**config.mk**
```make
export PLATFORM = sky130hd
export DESIGN_NAME = bitmap_id_set_with_iterator
export DESIGN_NICKNAME = d
export VERILOG_FILES = /design/src/design/bmis_pkg.sv /design/src/design/bitmap_id_set_with_iterator.sv /design/src/design/bmis_front.sv /design/src/design/bmis_cmdq.sv /design/src/design/bmis_back.sv
export SDC_FILE = /design/constraint.sdc
export NUM_CORES = 1
export LEC_CHECK = 0
export BUFFER_PORTS_ARGS = -buffer_cell sky130_fd_sc_hd__buf_2
export CELL_PAD_IN_SITES_DETAIL_PLACEMENT = 0
export CELL_PAD_IN_SITES_GLOBAL_PLACEMENT = 2
export CORE_MARGIN = 2
export CORE_UTILIZATION = 46
export CTS_CLUSTER_DIAMETER = 150
export DETAILED_ROUTE_END_ITERATION = 12
export GPL_TIMING_DRIVEN = 0
export PLACE_DENSITY = 0.77
export SKIP_CTS_REPAIR_TIMING = 1
export SYNTH_ARGS = -nofsm -noshare
export SYNTH_HDL_FRONTEND = slang
export SYNTH_SLANG_ARGS = --single-unit
```
**constraint.sdc**
```tcl
create_clock -name clk -period 4 [get_ports clk]
set_input_delay 0.8 -clock clk [delete_from_list [all_inputs] [get_ports clk]]
set_output_delay 0.8 -clock clk [all_outputs]
set_load 0.01 [all_outputs]
```
**src/design/bmis_pkg.sv**
```systemverilog
// Shared types and constants for the bitmap id set.
`timescale 1ns / 1ps

package bmis_pkg;

  // Fixed field widths of the item, result and configuration ports
  localparam int OP_W  = 3;
  localparam int ID_W  = 10;
  localparam int CNT_W = 11;
  localparam int CFG_W = 11;

  localparam logic [CFG_W-1:0] SIZE_RESET = 11'd1024;

  // Opcodes as they arrive on in_opcode
  localparam logic [OP_W-1:0] OP_CLEAR    = 3'd0;
  localparam logic [OP_W-1:0] OP_ADD      = 3'd1;
  localparam logic [OP_W-1:0] OP_CONTAINS = 3'd2;
  localparam logic [OP_W-1:0] OP_FIRST    = 3'd3;
  localparam logic [OP_W-1:0] OP_NEXT     = 3'd4;
  localparam logic [OP_W-1:0] OP_COUNT    = 3'd5;

  // Decoded command kind; unused opcodes become a no-op
  typedef enum logic [2:0] {
    K_CLEAR,
    K_ADD,
    K_CONTAINS,
    K_FIRST,
    K_NEXT,
    K_COUNT,
    K_NOP
  } cmd_kind_t;

  // Classified command as it travels through the queue
  typedef struct packed {
    cmd_kind_t         kind;
    logic [ID_W-1:0]   id;
    logic              oob;   // id rejected by range check
  } cmd_t;

  // Queue status seen by the busy logic and the back
  typedef struct packed {
    logic full;
    logic avail;
  } q_stat_t;

  // Execution unit states
  typedef enum logic [2:0] {
    ST_INIT,
    ST_IDLE,
    ST_CLEAR,
    ST_LOOK,
    ST_SCAN
  } st_t;

endpackage

```
**src/design/bitmap_id_set_with_iterator.sv**
```systemverilog
// Top level of the bitmap id set with ordered iterator.
`timescale 1ns / 1ps

// Membership set over ids below ID_CAPACITY, kept as a bitmap in a memory of
// WORD_BITS-bit words with one write port and one registered read port
// (ID_CAPACITY/WORD_BITS words, 32 by default).
// An item is taken when start is high and busy is low; each item gives exactly
// one result, shown for one cycle with out_strobe, which the receiver must
// take. Items pass through a two-entry queue to the execution unit, so up to
// two may be accepted while one is still at work. In the execution unit first
// and next scan memory words up to the word holding the largest member, at
// most ID_CAPACITY/WORD_BITS of them, and clear runs a zeroing sweep over
// every memory word. After reset the same sweep runs with busy high.
// WORD_BITS must be a power of two. size_in_use may be written at any time the
// block is idle; cfg_ready is always high.
module bitmap_id_set_with_iterator import bmis_pkg::*; #(
  parameter int ID_CAPACITY = 1024,
  parameter int WORD_BITS   = 32
) (
  input  logic             clk,
  input  logic             rst_n,
  input  logic             cfg_valid,
  output logic             cfg_ready,
  input  logic [CFG_W-1:0] cfg_size_in_use,
  input  logic             start,
  output logic             busy,
  input  logic [OP_W-1:0]  in_opcode,
  input  logic [ID_W-1:0]  in_id,
  output logic             out_strobe,
  output logic             out_status,
  output logic             out_found,
  output logic [ID_W-1:0]  out_id_out,
  output logic             out_at_end,
  output logic [CNT_W-1:0] out_member_count
);

  logic    accept;
  logic    push;
  cmd_t    push_cmd;
  logic    pop;
  cmd_t    pop_cmd;
  q_stat_t q_stat;
  logic    init_active;

  // Hold off items while the queue is full or memory is being zeroed after reset
  assign busy   = q_stat.full | init_active;
  assign accept = start & ~busy;

  bmis_front #(
    .ID_CAPACITY (ID_CAPACITY)
  ) u_front (
    .clk             (clk),
    .rst_n           (rst_n),
    .cfg_valid       (cfg_valid),
    .cfg_ready       (cfg_ready),
    .cfg_size_in_use (cfg_size_in_use),
    .accept          (accept),
    .in_opcode       (in_opcode),
    .in_id           (in_id),
    .push            (push),
    .push_cmd        (push_cmd)
  );

  bmis_cmdq u_cmdq (
    .clk      (clk),
    .rst_n    (rst_n),
    .push     (push),
    .push_cmd (push_cmd),
    .pop      (pop),
    .pop_cmd  (pop_cmd),
    .stat     (q_stat)
  );

  bmis_back #(
    .ID_CAPACITY (ID_CAPACITY),
    .WORD_BITS   (WORD_BITS)
  ) u_back (
    .clk              (clk),
    .rst_n            (rst_n),
    .q_stat           (q_stat),
    .q_cmd            (pop_cmd),
    .q_pop            (pop),
    .init_active      (init_active),
    .out_strobe       (out_strobe),
    .out_status       (out_status),
    .out_found        (out_found),
    .out_id_out       (out_id_out),
    .out_at_end       (out_at_end),
    .out_member_count (out_member_count)
  );

endmodule

```
**src/design/bmis_front.sv**
```systemverilog
// Front end: configuration register, opcode decode and range check.
`timescale 1ns / 1ps

module bmis_front import bmis_pkg::*; #(
  parameter int ID_CAPACITY = 1024
) (
  input  logic             clk,
  input  logic             rst_n,
  input  logic             cfg_valid,
  output logic             cfg_ready,
  input  logic [CFG_W-1:0] cfg_size_in_use,
  input  logic             accept,
  input  logic [OP_W-1:0]  in_opcode,
  input  logic [ID_W-1:0]  in_id,
  output logic             push,
  output cmd_t             push_cmd
);

  logic [CFG_W-1:0] size_r;
  logic [CFG_W-1:0] size_nxt;
  logic             cap_oob;
  logic             size_oob;

  // Hold the size register; writes are always taken
  assign cfg_ready = 1'b1;
  assign size_nxt  = (cfg_valid && cfg_ready) ? cfg_size_in_use : size_r;

  always_ff @(posedge clk) begin
    if (!rst_n) begin
      size_r <= SIZE_RESET;
    end else begin
      size_r <= size_nxt;
    end
  end

  // Range checks against capacity and the configured size
  assign cap_oob  = (32'(in_id) >= 32'(ID_CAPACITY));
  assign size_oob = ({1'b0, in_id} >= size_r);

  // Classify the item and push it into the queue
  assign push = accept;

  always_comb begin
    push_cmd.id   = in_id;
    push_cmd.kind = K_NOP;
    push_cmd.oob  = 1'b0;
    unique case (in_opcode)
      OP_CLEAR:    push_cmd.kind = K_CLEAR;
      OP_ADD: begin
        push_cmd.kind = K_ADD;
        push_cmd.oob  = cap_oob | size_oob;
      end
      OP_CONTAINS: begin
        push_cmd.kind = K_CONTAINS;
        push_cmd.oob  = cap_oob;
      end
      OP_FIRST:    push_cmd.kind = K_FIRST;
      OP_NEXT:     push_cmd.kind = K_NEXT;
      OP_COUNT:    push_cmd.kind = K_COUNT;
      default:     push_cmd.kind = K_NOP;
    endcase
  end

endmodule

```
**src/design/bmis_cmdq.sv**
```systemverilog
// Two-entry command queue between the front end and the execution unit.
`timescale 1ns / 1ps

module bmis_cmdq import bmis_pkg::*; (
  input  logic    clk,
  input  logic    rst_n,
  input  logic    push,
  input  cmd_t    push_cmd,
  input  logic    pop,
  output cmd_t    pop_cmd,
  output q_stat_t stat
);

  cmd_t       entry_r [2];
  logic       wr_ptr_r;
  logic       rd_ptr_r;
  logic [1:0] cnt_r;
  logic       wr_ptr_nxt;
  logic       rd_ptr_nxt;
  logic [1:0] cnt_nxt;

  assign stat.full  = (cnt_r == 2'd2);
  assign stat.avail = (cnt_r != 2'd0);
  assign pop_cmd    = entry_r[rd_ptr_r];

  // Advance pointers and occupancy
  always_comb begin
    wr_ptr_nxt = push ? ~wr_ptr_r : wr_ptr_r;
    rd_ptr_nxt = pop ? ~rd_ptr_r : rd_ptr_r;
    cnt_nxt    = cnt_r + 2'(push) - 2'(pop);
  end

  always_ff @(posedge clk) begin
    if (!rst_n) begin
      wr_ptr_r <= 1'b0;
      rd_ptr_r <= 1'b0;
      cnt_r    <= 2'd0;
    end else begin
      wr_ptr_r <= wr_ptr_nxt;
      rd_ptr_r <= rd_ptr_nxt;
      cnt_r    <= cnt_nxt;
    end
  end

  // Store the pushed item
  always_ff @(posedge clk) begin
    if (push) begin
      entry_r[wr_ptr_r] <= push_cmd;
    end
  end

endmodule

```
**src/design/bmis_back.sv**
```systemverilog
// Execution unit: bitmap memory, set state, word scanner and results.
`timescale 1ns / 1ps

module bmis_back import bmis_pkg::*; #(
  parameter int ID_CAPACITY = 1024,
  parameter int WORD_BITS   = 32
) (
  input  logic             clk,
  input  logic             rst_n,
  input  q_stat_t          q_stat,
  input  cmd_t             q_cmd,
  output logic             q_pop,
  output logic             init_active,
  output logic             out_strobe,
  output logic             out_status,
  output logic             out_found,
  output logic [ID_W-1:0]  out_id_out,
  output logic             out_at_end,
  output logic [CNT_W-1:0] out_member_count
);

  // WORD_BITS is a power of two: the bit index is the low part of an id
  localparam int NUM_WORDS = (ID_CAPACITY + WORD_BITS - 1) / WORD_BITS;
  localparam int BIT_W     = $clog2(WORD_BITS);
  localparam int WADDR_W   = (NUM_WORDS > 1) ? $clog2(NUM_WORDS) : 1;
  localparam logic [WADDR_W-1:0] LAST_WORD = WADDR_W'(NUM_WORDS - 1);

  function automatic logic [WADDR_W-1:0] word_of(input logic [ID_W-1:0] id);
    return WADDR_W'(id >> BIT_W);
  endfunction

  logic [WORD_BITS-1:0] bitmap_mem [NUM_WORDS];

  st_t                  state_r, state_nxt;
  logic [WADDR_W-1:0]   sweep_r, sweep_nxt;
  cmd_t                 cmd_r, cmd_nxt;
  logic [WADDR_W-1:0]   scan_w_r, scan_w_nxt;
  logic [BIT_W-1:0]     scan_b_r, scan_b_nxt;
  logic [ID_W-1:0]      largest_r, largest_nxt;
  logic                 set_empty_r, set_empty_nxt;
  logic [ID_W-1:0]      cursor_r, cursor_nxt;
  logic                 cursor_valid_r, cursor_valid_nxt;
  logic [CNT_W-1:0]     mcount_r, mcount_nxt;
  logic [WORD_BITS-1:0] rd_data_r;

  logic                 strobe_nxt;
  logic                 status_nxt;
  logic                 found_nxt;
  logic [ID_W-1:0]      id_out_nxt;
  logic                 at_end_nxt;
  logic [CNT_W-1:0]     count_nxt;

  logic                 mem_we;
  logic [WADDR_W-1:0]   mem_wa;
  logic [WORD_BITS-1:0] mem_wd;
  logic [WADDR_W-1:0]   rd_addr;

  logic                 sweep_last;
  logic                 dispatch;
  logic                 contains_go;
  logic                 next_ok;
  logic [ID_W-1:0]      next_start;
  logic                 look_bit;
  logic [WORD_BITS-1:0] scan_bits;
  logic [WORD_BITS-1:0] scan_iso;
  logic                 scan_hit;
  logic [BIT_W-1:0]     scan_idx;
  logic [ID_W-1:0]      hit_id;

  // Shared decisions
  assign init_active = (state_r == ST_INIT);
  assign sweep_last  = (sweep_r == LAST_WORD);
  assign dispatch    = (state_r == ST_IDLE) && q_stat.avail;
  assign contains_go = !q_cmd.oob && !set_empty_r && (q_cmd.id <= largest_r);
  assign next_ok     = cursor_valid_r && !set_empty_r && (cursor_r < largest_r);
  assign next_start  = cursor_r + ID_W'(1);
  assign look_bit    = rd_data_r[cmd_r.id[BIT_W-1:0]];

  // Drop bits below the start position, then isolate the lowest member
  assign scan_bits = rd_data_r & ({WORD_BITS{1'b1}} << scan_b_r);
  assign scan_iso  = scan_bits & (~scan_bits + WORD_BITS'(1));
  assign scan_hit  = |scan_bits;

  always_comb begin
    scan_idx = '0;
    for (int j = 0; j < WORD_BITS; j++) begin
      if (scan_iso[j]) begin
        scan_idx = scan_idx | BIT_W'(j);
      end
    end
  end

  assign hit_id = ID_W'({scan_w_r, scan_idx});

  // Next state
  always_comb begin
    state_nxt = state_r;
    unique case (state_r)
      ST_INIT, ST_CLEAR: begin
        if (sweep_last) begin
          state_nxt = ST_IDLE;
        end
      end
      ST_IDLE: begin
        if (q_stat.avail) begin
          priority if (q_cmd.kind == K_CLEAR) begin
            state_nxt = ST_CLEAR;
          end else if ((q_cmd.kind == K_ADD && !q_cmd.oob) ||
                       (q_cmd.kind == K_CONTAINS && contains_go)) begin
            state_nxt = ST_LOOK;
          end else if ((q_cmd.kind == K_FIRST && !set_empty_r) ||
                       (q_cmd.kind == K_NEXT && next_ok)) begin
            state_nxt = ST_SCAN;
          end else begin
            state_nxt = ST_IDLE;
          end
        end
      end
      ST_LOOK: state_nxt = ST_IDLE;
      ST_SCAN: begin
        if (scan_hit) begin
          state_nxt = ST_IDLE;
        end
      end
      default: state_nxt = ST_IDLE;
    endcase
  end

  // Datapath, memory control and results
  always_comb begin
    sweep_nxt        = sweep_r;
    cmd_nxt          = cmd_r;
    scan_w_nxt       = scan_w_r;
    scan_b_nxt       = scan_b_r;
    largest_nxt      = largest_r;
    set_empty_nxt    = set_empty_r;
    cursor_nxt       = cursor_r;
    cursor_valid_nxt = cursor_valid_r;
    mcount_nxt       = mcount_r;
    q_pop            = 1'b0;
    mem_we           = 1'b0;
    mem_wa           = sweep_r;
    mem_wd           = '0;
    rd_addr          = '0;
    strobe_nxt       = 1'b0;
    status_nxt       = 1'b0;
    found_nxt        = 1'b0;
    id_out_nxt       = '0;
    at_end_nxt       = 1'b0;
    count_nxt        = '0;
    unique case (state_r)
      // Zero one word a cycle
      ST_INIT, ST_CLEAR: begin
        mem_we    = 1'b1;
        sweep_nxt = sweep_r + WADDR_W'(1);
      end
      ST_IDLE: begin
        if (dispatch) begin
          q_pop   = 1'b1;
          cmd_nxt = q_cmd;
          unique case (q_cmd.kind)
            K_CLEAR: begin
              largest_nxt      = '0;
              set_empty_nxt    = 1'b1;
              cursor_nxt       = '0;
              cursor_valid_nxt = 1'b0;
              mcount_nxt       = '0;
              sweep_nxt        = '0;
              strobe_nxt       = 1'b1;
            end
            K_ADD: begin
              rd_addr = word_of(q_cmd.id);
              if (q_cmd.oob) begin
                strobe_nxt = 1'b1;
                status_nxt = 1'b1;
              end
            end
            K_CONTAINS: begin
              rd_addr = word_of(q_cmd.id);
              if (!contains_go) begin
                strobe_nxt = 1'b1;
              end
            end
            K_FIRST: begin
              scan_w_nxt = '0;
              scan_b_nxt = '0;
              if (set_empty_r) begin
                strobe_nxt = 1'b1;
                at_end_nxt = 1'b1;
              end
            end
            K_NEXT: begin
              rd_addr    = word_of(next_start);
              scan_w_nxt = word_of(next_start);
              scan_b_nxt = next_start[BIT_W-1:0];
              if (!next_ok) begin
                strobe_nxt = 1'b1;
                at_end_nxt = 1'b1;
              end
            end
            K_COUNT: begin
              strobe_nxt = 1'b1;
              count_nxt  = mcount_r;
              if (!set_empty_r) begin
                cursor_nxt       = largest_r;
                cursor_valid_nxt = 1'b1;
              end
            end
            default: strobe_nxt = 1'b1;
          endcase
        end
      end
      // Word data is back: finish add or contains
      ST_LOOK: begin
        strobe_nxt = 1'b1;
        if (cmd_r.kind == K_ADD) begin
          mem_we = 1'b1;
          mem_wa = word_of(cmd_r.id);
          mem_wd = rd_data_r | (WORD_BITS'(1) << cmd_r.id[BIT_W-1:0]);
          if (!look_bit) begin
            mcount_nxt = mcount_r + CNT_W'(1);
          end
          if (set_empty_r || cmd_r.id > largest_r) begin
            largest_nxt = cmd_r.id;
          end
          set_empty_nxt = 1'b0;
        end else begin
          found_nxt = look_bit;
        end
      end
      // Check one word a cycle while the following word is read
      ST_SCAN: begin
        rd_addr = (scan_w_r == LAST_WORD) ? scan_w_r : scan_w_r + WADDR_W'(1);
        if (scan_hit) begin
          cursor_nxt       = hit_id;
          cursor_valid_nxt = 1'b1;
          strobe_nxt       = 1'b1;
          id_out_nxt       = hit_id;
        end else begin
          scan_w_nxt = rd_addr;
          scan_b_nxt = '0;
        end
      end
      default: ;
    endcase
  end

  // Control and set state
  always_ff @(posedge clk) begin
    if (!rst_n) begin
      state_r        <= ST_INIT;
      sweep_r        <= '0;
      largest_r      <= '0;
      set_empty_r    <= 1'b1;
      cursor_r       <= '0;
      cursor_valid_r <= 1'b0;
      mcount_r       <= '0;
      out_strobe     <= 1'b0;
    end else begin
      state_r        <= state_nxt;
      sweep_r        <= sweep_nxt;
      largest_r      <= largest_nxt;
      set_empty_r    <= set_empty_nxt;
      cursor_r       <= cursor_nxt;
      cursor_valid_r <= cursor_valid_nxt;
      mcount_r       <= mcount_nxt;
      out_strobe     <= strobe_nxt;
    end
  end

  // Payload registers
  always_ff @(posedge clk) begin
    cmd_r            <= cmd_nxt;
    scan_w_r         <= scan_w_nxt;
    scan_b_r         <= scan_b_nxt;
    out_status       <= status_nxt;
    out_found        <= found_nxt;
    out_id_out       <= id_out_nxt;
    out_at_end       <= at_end_nxt;
    out_member_count <= count_nxt;
  end

  // Bitmap memory: one write port, one registered read port
  always_ff @(posedge clk) begin
    if (mem_we) begin
      bitmap_mem[mem_wa] <= mem_wd;
    end
    rd_data_r <= bitmap_mem[rd_addr];
  end

  // The member count tracks emptiness
  a_count_empty: assert property (@(posedge clk) disable iff (!rst_n)
    set_empty_r == (mcount_r == '0))
    else $error("member count disagrees with empty flag");

  // A valid cursor never passes the largest member
  a_cursor_bound: assert property (@(posedge clk) disable iff (!rst_n)
    cursor_valid_r |-> (cursor_r <= largest_r))
    else $error("cursor beyond largest member");

  // A scan always finds a member before running off the last word
  a_scan_hits: assert property (@(posedge clk) disable iff (!rst_n)
    (state_r == ST_SCAN && !scan_hit) |-> (scan_w_r != LAST_WORD))
    else $error("scan missed the largest member");

  // An empty set has no valid cursor
  a_empty_cursor: assert property (@(posedge clk) disable iff (!rst_n)
    set_empty_r |-> !cursor_valid_r)
    else $error("cursor valid on empty set");

endmodule
```
Word level (Yosys, flattened, before mapping)
Memory sizes are Yosys's and may differ from the RTL's. A register that Yosys moved wholly into a read port is not among the register bits.
Index checks and enable logic that the tools add are counted.
{ "word_totals": {"reg_bits": 104, "latch_bits": 0, "ramBits": 1052, "rom_bits": 0, "word_cells": 308, "n_memories": 2} }
{ "op_classes": {"n_addsub": 7, "n_mul": 0, "div_mod_pow": 0, "magnitude_cmp": 5, "n_eq_ne": 30, "shifts": 2, "muxes": 200, "bitwise": 9, "n_reduce_logical": 32} }
{ "mem_list": {"columns": ["memory", "words", "width", "rd", "rd_clocked_by_memory_dff", "write_ports", "line", "rtl"], "rows": [
  ["u_back.bitmap_mem", 32, 32, 1, 1, 1, "bmis_back.sv:32", "logic [WORD_BITS-1:0] bitmap_mem [NUM_WORDS];"],
  ["u_cmdq.entry_r", 2, 14, 1, 1, 1, "bmis_cmdq.sv:14", "cmd_t entry_r [2];"]
]} }
{ "op_table": {"columns": ["operator", "count"], "rows": [
  ["two-way mux 10 bit", 22],
  ["two-way mux 5 bit", 41],
  ["two-way mux 11 bit", 15],
  ["two-way mux 32 bit", 3],
  ["case mux 5 bit (2 select lines)", 7],
  ["two-way mux 3 bit", 22],
  ["AND 32 bit", 2],
  ["two-way mux 1 bit", 64],
  ["case mux 10 bit (2 select lines)", 3],
  ["adder 32 x 1 -> 32 bit (second input constant)", 1],
  ["two-way mux 4 bit", 8],
  ["NOT 32 bit", 1],
  ["OR 32 bit", 1],
  ["OR reduction 32 bit", 1],
  ["left shift 1 x 5 -> 32 bit (first input constant)", 1],
  ["left shift 32 x 5 -> 32 bit (first input constant)", 1],
  ["two-way mux 14 bit", 2],
  ["case mux 11 bit (2 select lines)", 1],
  ["== test 3 x 2 -> 1 bit (second input constant)", 6],
  ["case mux 3 bit (6 select lines)", 1],
  ["== test 3 bit (second input constant)", 5],
  ["AND reduction 5 bit", 3],
  ["== test 3 x 1 -> 1 bit (second input constant)", 4],
  ["inequality test 2 x 1 -> 1 bit (second input constant)", 6],
  ["32 further kinds", 64]
]} }

Logic depth before layout (Yosys ltp)
Gate-level depths: netlist of the first run.
{ "logic_depth": {"ltp_word": 39, "depth_mapped": 16} }

Hierarchy
A second synthesis of the first run with hierarchy kept.
{ "hier_totals": {"hier_cells": 3717, "hier_area_um2": 49339.8} }
{ "by_module_without_submodules": {"columns": ["mod", "n_inst", "cells_per_inst", "area_each_um2", "seq_area_each_um2"], "rows": [
  ["bmis_back", 1, 3563, 47315.4, 33402.0],
  ["bmis_cmdq", 1, 64, 1237.4, 940.9],
  ["bmis_front", 1, 88, 773.2, 220.2],
  ["bitmap_id_set_with_iterator", 1, 2, 13.8, 0.0]
]} }

Least setup slack after synthesis of the first run
No wires, ideal clock.
{ "synth_path": {"path_type": "register -> register", "start": "reg u_back.state_r[2]", "end": "mem u_back.bitmap_mem[24][0], enable pin", "t_arrival_ps": 3045, "t_required_ps": 3579, "path_slack_ps": 534, "path_stages_with_launch": 8, "cell_sequence": "dfxtp_1 > nand2b_1 > nor2_1 > nand2_1 > nor3b_1 > a31oi_1 > or2_2 > nor2_1"} }
{ "synth_between": {"elab_chain_cells": 5} }
{ "synth_rtl": {"columns": ["element", "line", "rtl"], "rows": [
  ["from (decl)", "bmis_back.sv:34", "st_t state_r, state_nxt;"],
  ["from (signal assigned)", "bmis_back.sv:260", "state_r <= state_nxt;"],
  ["== test 3 x 2 -> 1 bit or zero test 3 bit (tied branches)", "bmis_back.sv:151", "unique case (state_r)"],
  ["OR reduction 2 bit", "bmis_back.sv:151", null],
  ["case mux 1 bit (2 select lines)", "bmis_back.sv:151", null],
  ["two-way mux 1 bit", "bmis_back.sv:285", "if (mem_we) begin"],
  ["two-way mux 1 bit (not written as such)", "bmis_back.sv:286", "bitmap_mem[mem_wa] <= mem_wd;"],
  ["to (decl)", "bmis_back.sv:32", null]
]} }
Parallel ways exist; a longest one is shown, timed or not.

Final worst setup path of the first run
{ "layout_path": {"start": "reg u_back.cursor_r[2]", "end": "reg u_back.rd_data_r[7], read port of u_back.bitmap_mem"} }
{ "layout_between": {"elab_chain_cells": 7} }
{ "layout_rtl": {"columns": ["element", "line", "rtl"], "rows": [
  ["from (decl)", "bmis_back.sv:41", "logic [ID_W-1:0] cursor_r, cursor_nxt;"],
  ["from (signal assigned)", "bmis_back.sv:264", "cursor_r <= cursor_nxt;"],
  ["adder 10 x 1 -> 10 bit", "bmis_back.sv:76", "assign next_start = cursor_r + ID_W'(1);"],
  ["case mux 5 bit (2 select lines)", "bmis_back.sv:161", "unique case (q_cmd.kind)"],
  ["two-way mux 5 bit", "bmis_back.sv:158", "if (dispatch) begin"],
  ["two-way mux 5 bit", "bmis_back.sv:151", null],
  ["two-way mux 5 bit", "bmis_back.sv:158", null],
  ["two-way mux 5 bit", "bmis_back.sv:151", null],
  ["case mux 5 bit (2 select lines)", "bmis_back.sv:151", null],
  ["to (decl)", "bmis_back.sv:44", "logic [WORD_BITS-1:0] rd_data_r;"]
]} }
No other way between the ends. The select of a mux whose other input is x is not followed.
A chain may end at the register's enable or synchronous reset.

==> results of run 1 <==
## cell type report
type	instances	share of cell area, %
repair buffers	120	2.75
multi-input cells	2060	23.7
clock buffers	162	5.96
plain buffers	203	1.94
well taps	1380	3.06
flip-flops and latches	1189	61.2
clock inverters	64	1.01
inverters	47	0.313
## stage by stage
step | total power [W] | TNS [ps] | worst slack (ps) | cell area (um2) | cells
after global routing | 0.0260 | -116 | -59.4 | 56500 | 5225
after floorplan | 0.0141 | 0 | 534 | 48200 | 3499
after global placement | 0.0144 | -2452490 | -2260 | 50200 | 4931
after CTS | 0.0254 | -34270 | -843 | 55700 | 5219
final | 0.0253 | 0 | 108 | 56500 | 5225
after detailed placement | 0.0144 | -29150 | -799 | 51800 | 4993
## worst max path at each step
stage / end / slack (ps) / cells after the start
after floorplan: u_back.bitmap_mem[24][0] / 530 / 7
after global placement: u_back.bitmap_mem[22][8] / -2260 / 7
after detailed placement: u_back.rd_data_r[8] / -800 / 11
after CTS: u_back.rd_data_r[8] / -840 / 11
after global routing: u_back.rd_data_r[7] / -60 / 14
final: u_back.rd_data_r[7] / 110 / 11
## layer usage
layer	track usage, %	routed length [um]
met1	34.2	57300
met2	45.5	71000
met3	3.94	9350
met4	7.69	4280
met5	0	13
## sequential cells by signal, indices dropped and copies added (netlist names), 2 cells and up, named ones only
register                 cells
u_cmdq.cnt_r                 2
u_back.largest_r            10
u_back.out_id_out           10
u_back.cursor_r             10
u_front.size_r              11
u_back.mcount_r             11
u_back.sweep_r               5
u_back.scan_b_r              5
u_back.out_member_count     11
u_back.state_r               3
u_back.bitmap_mem         1024
u_back.rd_data_r            32
u_cmdq.entry_r              28
u_back.cmd_r                13
u_back.scan_w_r              5
## power breakdown
part / internal [W] / switching (W)
Sequential: 0.0135 / 0.000126
Combinational: 0.000190 / 0.000369
Clock: 0.00640 / 0.00470
Total: 0.0201 / 0.00520
## critical path: cells and delay by family, from the launching register on
family          cells  cell delay (ps)
buf+inv             2              910
xor+xnor            1              150
flops               1              480
simple gates        6             1440
compound gates      2              710
## synth_stat cells (3+ instances only)
library cell	count	area, um2
edfxtp_1	1075	32300
nand2_1	704	2640
mux2i_1	243	2430
nand3_1	209	1050
nor2_1	155	582
dfxtp_1	114	2280
a31oi_1	111	694
a32oi_1	100	876
clkbuf_1	83	312
buf_2	69	345
a21oi_1	65	325
ha_1	46	576
inv_1	45	169
nor4_1	37	231
o21ai_0	35	175
a311oi_1	34	298
o22ai_1	32	200
and2_1	26	163
buf_4	26	195
mux2_2	20	225
xnor2_1	19	166
a21o_1	15	113
a211oi_1	14	105
a22oi_1	14	105
buf_1	14	52.6
nand2b_1	14	87.6
nand4_1	14	87.6
nor2b_1	14	87.6
nor3_1	13	65.1
or2_2	9	56.3
and3_1	8	50.1
buf_6	8	90.1
mux4_2	8	180
nor3b_1	8	60.1
o211ai_1	8	60.1
xor2_1	7	61.3
o21a_1	6	45.0
nand3b_1	5	37.5
a31o_2	4	35.0
o21ai_1	4	20.0
a21boi_0	3	22.5
a221oi_1	3	26.3
clkbuf_4	3	22.5
nor4b_2	3	45.0
## cells by family after synthesis
group / after synthesis / synth area share [%]
compound gates: 476 / 7.04
other cells: 1 / 0.00778
simple gates: 1239 / 11.2
fa+ha+maj: 46 / 1.19
xor+xnor: 26 / 0.472
buf+inv: 250 / 2.48
flops: 1189 / 71.7
mux: 272 / 5.91
==> results.ini, run 1 <==
[final_layout]
utilization_pct = 54.4
fin_nets = 3814
drive_gt1_share_pct = 16.9
diodes = 0
most-common-layout-cells = 1075 x edfxtp_1, 704 x nand2_1, 242 x mux2i_1
final-seq-area_mm2 = 0.0346
multiInputGateArea_mm2 = 0.0134
final_common_cell = edfxtp_1
num-fill-cells = 8395
area_growth_pct = 17.1

[grt]
grt_start_max_net_pins = 33
antenna_found_initial = 3
grt_pass1_vias = 30000
grt_overflow_total = 0
grt_pass1_wl_mm = 204
grt_use_total_pct = 26.2

[clocking]
clk_pin_slew_ps = 60
clock_sinks = 1189
cts_buffers = 119
tritoncts = built
clockBufferDepth = 3
cts_max_level = 3
clk_latency_ps = 720
clockRootBuffer = clkbuf_16

[hold_path]
min_path_cells = 3
hp-class = in2reg
worstHoldStart = cfg_size_in_use[10]
worstHoldEndpoint = u_front.size_r[10]

[floorplan]
die_h_um = 328
io_pins = 55
die_w_um = 328
row_count = 118
dieArea_mm2 = 0.107
core_mm2 = 0.104
floorplan.initialDensity_pct = 46.5

[pwr]
p_per_area_mw_per_mm2 = 448
p_leak_nw = 19.3
vdd_ir_drop_max_uv = 507

[job]
maxCapViolCount = 0

[detailed_routing]
drc = 0
vias_per_cell = 5.83
drt-total-wl_mm = 142
vias = 30500
drt-pass1-iter-count = 6
drtIter0Drc = 3476
wire_per_inst_um = 27.1
ant_nets = 0

[sta]
fin_crit_sh_pct = 97.3
worst_pin_slew_ps = 1400
rsz0062_at_grt = true
period_needed_ps = 3890
slew_headroom_pct = 6.78
setup_viol = 0
skew_ps = 36.9
fmax_mhz = 257
worst_hold_slack_ps = 318
finalHoldViolations = 0
drv_slew = 0

[setup_path]
worstReg2RegEnd = u_back.rd_data_r[7]
slowest_stage = clkbuf_2
cp.required_ps = 4540
setup.worst_path.start = u_back.cursor_r[2]
path_cells = and4_1 -> and3_1 -> nand4_1 -> xnor2_1 -> and2_1 -> a221oi_4 -> or2_1 -> clkbuf_1 -> clkbuf_2 -> a311oi_2 -> nor4_2
slowest_delay_ps = 550
cp_max_fo = 10
crit_type = reg2reg
reg2reg_slack_ps = 110
start_kind = register
reg2regPathDepth = 11
crit_path_end_kind = register
cp.arrival_ps = 4430
r2r-start = u_back.cursor_r[2]

[yosys]
ys_warn_count = 0
synth_flop_cell = edfxtp_1
synthArstFlopShare_pct = 0
synth_edf_count = 1075
postSynthCellCount = 3499
avgSynthCellArea_um2 = 13.8
syn_nets = 3573
seq_area_frac_synth_pct = 71.7
synth_seq_cells = 1189
syn_area_mm2 = 0.0482
synth_cell_types = 87

[placed_design]
io_buffers = 52
finalWeightedCongestion = 0.877
hpwlAfterDp_mm = 103

[status]
outcome = completed

No activity file was read; power rests on OpenSTA's default activity.
==> run 2, diff against run 1 <==
--- a/config.mk
+++ b/config.mk
@@ -9,11 +9,12 @@
 export CELL_PAD_IN_SITES_DETAIL_PLACEMENT = 0
 export CELL_PAD_IN_SITES_GLOBAL_PLACEMENT = 2
 export CORE_MARGIN = 2
-export CORE_UTILIZATION = 46
+export CORE_UTILIZATION = 48
+export CTS_BUF_LIST = sky130_fd_sc_hd__clkbuf_8
 export CTS_CLUSTER_DIAMETER = 150
 export DETAILED_ROUTE_END_ITERATION = 12
 export GPL_TIMING_DRIVEN = 0
-export PLACE_DENSITY = 0.77
+export PLACE_DENSITY = 0.8
 export SKIP_CTS_REPAIR_TIMING = 1
 export SYNTH_ARGS = -nofsm -noshare
 export SYNTH_HDL_FRONTEND = slang
==> results.ini, run 2 (synthesized netlist as in run 1, its figures left out) <==
[status]
outcome = completed

[final_layout]
reg_top3 = u_back.bitmap_mem x1024, u_back.rd_data_r x32, u_cmdq.entry_r x28
most-common-layout-cells = 1075 x edfxtp_1, 704 x nand2_1, 243 x mux2i_1
final_common_cell = edfxtp_1
layoutNonFillerInstCount = 5265
fin_nets = 3889
area_growth_pct = 16.5
design_area_mm2 = 0.0562
num-fill-cells = 8106
drive_gt1_share_pct = 17.5
final-seq-area_mm2 = 0.0346
multiInputGateArea_mm2 = 0.0136
largest_reg_flops = 1024
top_register = u_back.bitmap_mem

[setup_path]
slowest_delay_ps = 800
crit_path_end_kind = register
cp.required_ps = 4690
cp.arrival_ps = 4640
crit_type = reg2reg
path_cells = nand2b_1 -> or3_1 -> buf_4 -> inv_2 -> buf_6 -> and2_4 -> a221o_2 -> buf_4 -> clkbuf_4 -> buf_2 -> nand2_1 -> a311oi_1 -> nor4_1
cp_max_fo = 23
crit_top_cell = buf_4
slowest_stage = a311oi_1
start_kind = register

[grt]
grt_overflow_total = 0
antenna_found_initial = 7
grt_start_max_net_pins = 33
grt_use_total_pct = 28.8
grt_pass1_wl_mm = 212
grt_pass1_vias = 30600

[floorplan]
floorplan.initialDensity_pct = 48.3
io_pins = 55
dieArea_mm2 = 0.103
core_mm2 = 0.0999
row_count = 116
die_h_um = 321
die_w_um = 321

[clocking]
clk_latency_ps = 880
cts_buffers = 191
clk_pin_slew_ps = 60
cts_max_level = 4
clock_sinks = 1189
tritoncts = built
clockBufferDepth = 3
clockRootBuffer = clkbuf_8

[pwr]
switching_share_pct = 22.6
p_comb_share_pct = 2.7
vdd_ir_drop_max_uv = 427
seqPwrFrac_pct = 57.4
power_frac_clock_pct = 39.9
p_leak_nw = 19.3
p_per_area_mw_per_mm2 = 423
p_int_w = 0.0184
p_switching_w = 0.00536

[placed_design]
io_buffers = 52
place_area_mm2 = 0.0519
placedCellCount = 4905
pre_cts_ws_ps = -1460
finalWeightedCongestion = 0.934
hpwlAfterDp_mm = 105

[hold_path]
hp-class = in2reg

[detailed_routing]
drtIter0Drc = 3147
drc = 0
vias_per_cell = 5.94
drt-pass1-iter-count = 5
drt-total-wl_mm = 149
vias = 31300
wire_per_inst_um = 28.4
ant_nets = 0

[sta]
setup_slack_ps = 49.6
slew_headroom_pct = 2.34
setup_viol = 0
period_needed_ps = 3950
drv_slew = 0
worst_pin_slew_ps = 1460
skew_ps = 47.3
fmax_mhz = 253
rsz0062_at_grt = true
finalHoldViolations = 0
worst_hold_slack_ps = 170
fin_crit_sh_pct = 98.8
fin_setup_tns_ps = 0

[job]
maxCapViolCount = 0

-- run 2: critical path: cells and delay by family (launching register included) --
kind,cells,cell delay [ps]
buffers and inverters,6,1430
AOI/OAI and AO/OA,2,990
and+or+nand+nor,5,990
DFF,1,370
-- run 2: final timing paths --
path | startpoint | endpoint | slack, ps | cells past startpoint
min | cfg_size_in_use[10] | u_front.size_r[10] | 170 | 3
max reg2reg | u_back.state_r[2] | u_back.rd_data_r[9] | 50 | 13
max | u_back.state_r[2] | u_back.rd_data_r[9] | 50 | 13
min reg2reg | u_back.cursor_valid_r | u_back.cursor_valid_r | 470 | 2
-- run 2: per-stage QoR --
stage	total power, W	util, %
after detailed placement	0.0145	51.9
after CTS	0.0239	55.3
after global placement	0.0144	50.2
after floorplan	0.0141	-
final	0.0238	56.3
after global routing	0.0245	56.3
-- run 2: power groups by stage --
stage	Sequential (W)	Clock (W)	Combinational, W
after floorplan	0.0138	0	0.000293
after global placement	0.0139	0	0.000517
after detailed placement	0.0139	0	0.000589
after CTS	0.0136	0.00963	0.000591
after global routing	0.0136	0.0102	0.000672
final	0.0136	0.00948	0.000630
-- run 2: layout make-up --
cell class	count	area share (%)
buffer	203	1.90
timing repair buffer	123	3.11
clock inverter	145	1.23
tap	1298	2.89
clock buffer	197	4.83
sequential	1189	61.5
multi-input combinational	2060	24.2
inverter	47	0.314
antenna	3	0.0134
-- run 2: routing by layer --
| metal | vias up | track usage (%) | part of all wire [%] | wire length, um |
|---|---|---|---|---|
| li1 | 13900 | - | - | - |
| met1 | 15700 | 37.7 | 40 | 59100 |
| met2 | 1384 | 44.5 | 45 | 67900 |
| met3 | 321 | 6.46 | 8.9 | 13300 |
| met4 | 4 | 16.6 | 6.1 | 9120 |
| met5 | - | 0 | 0.019 | 29 |
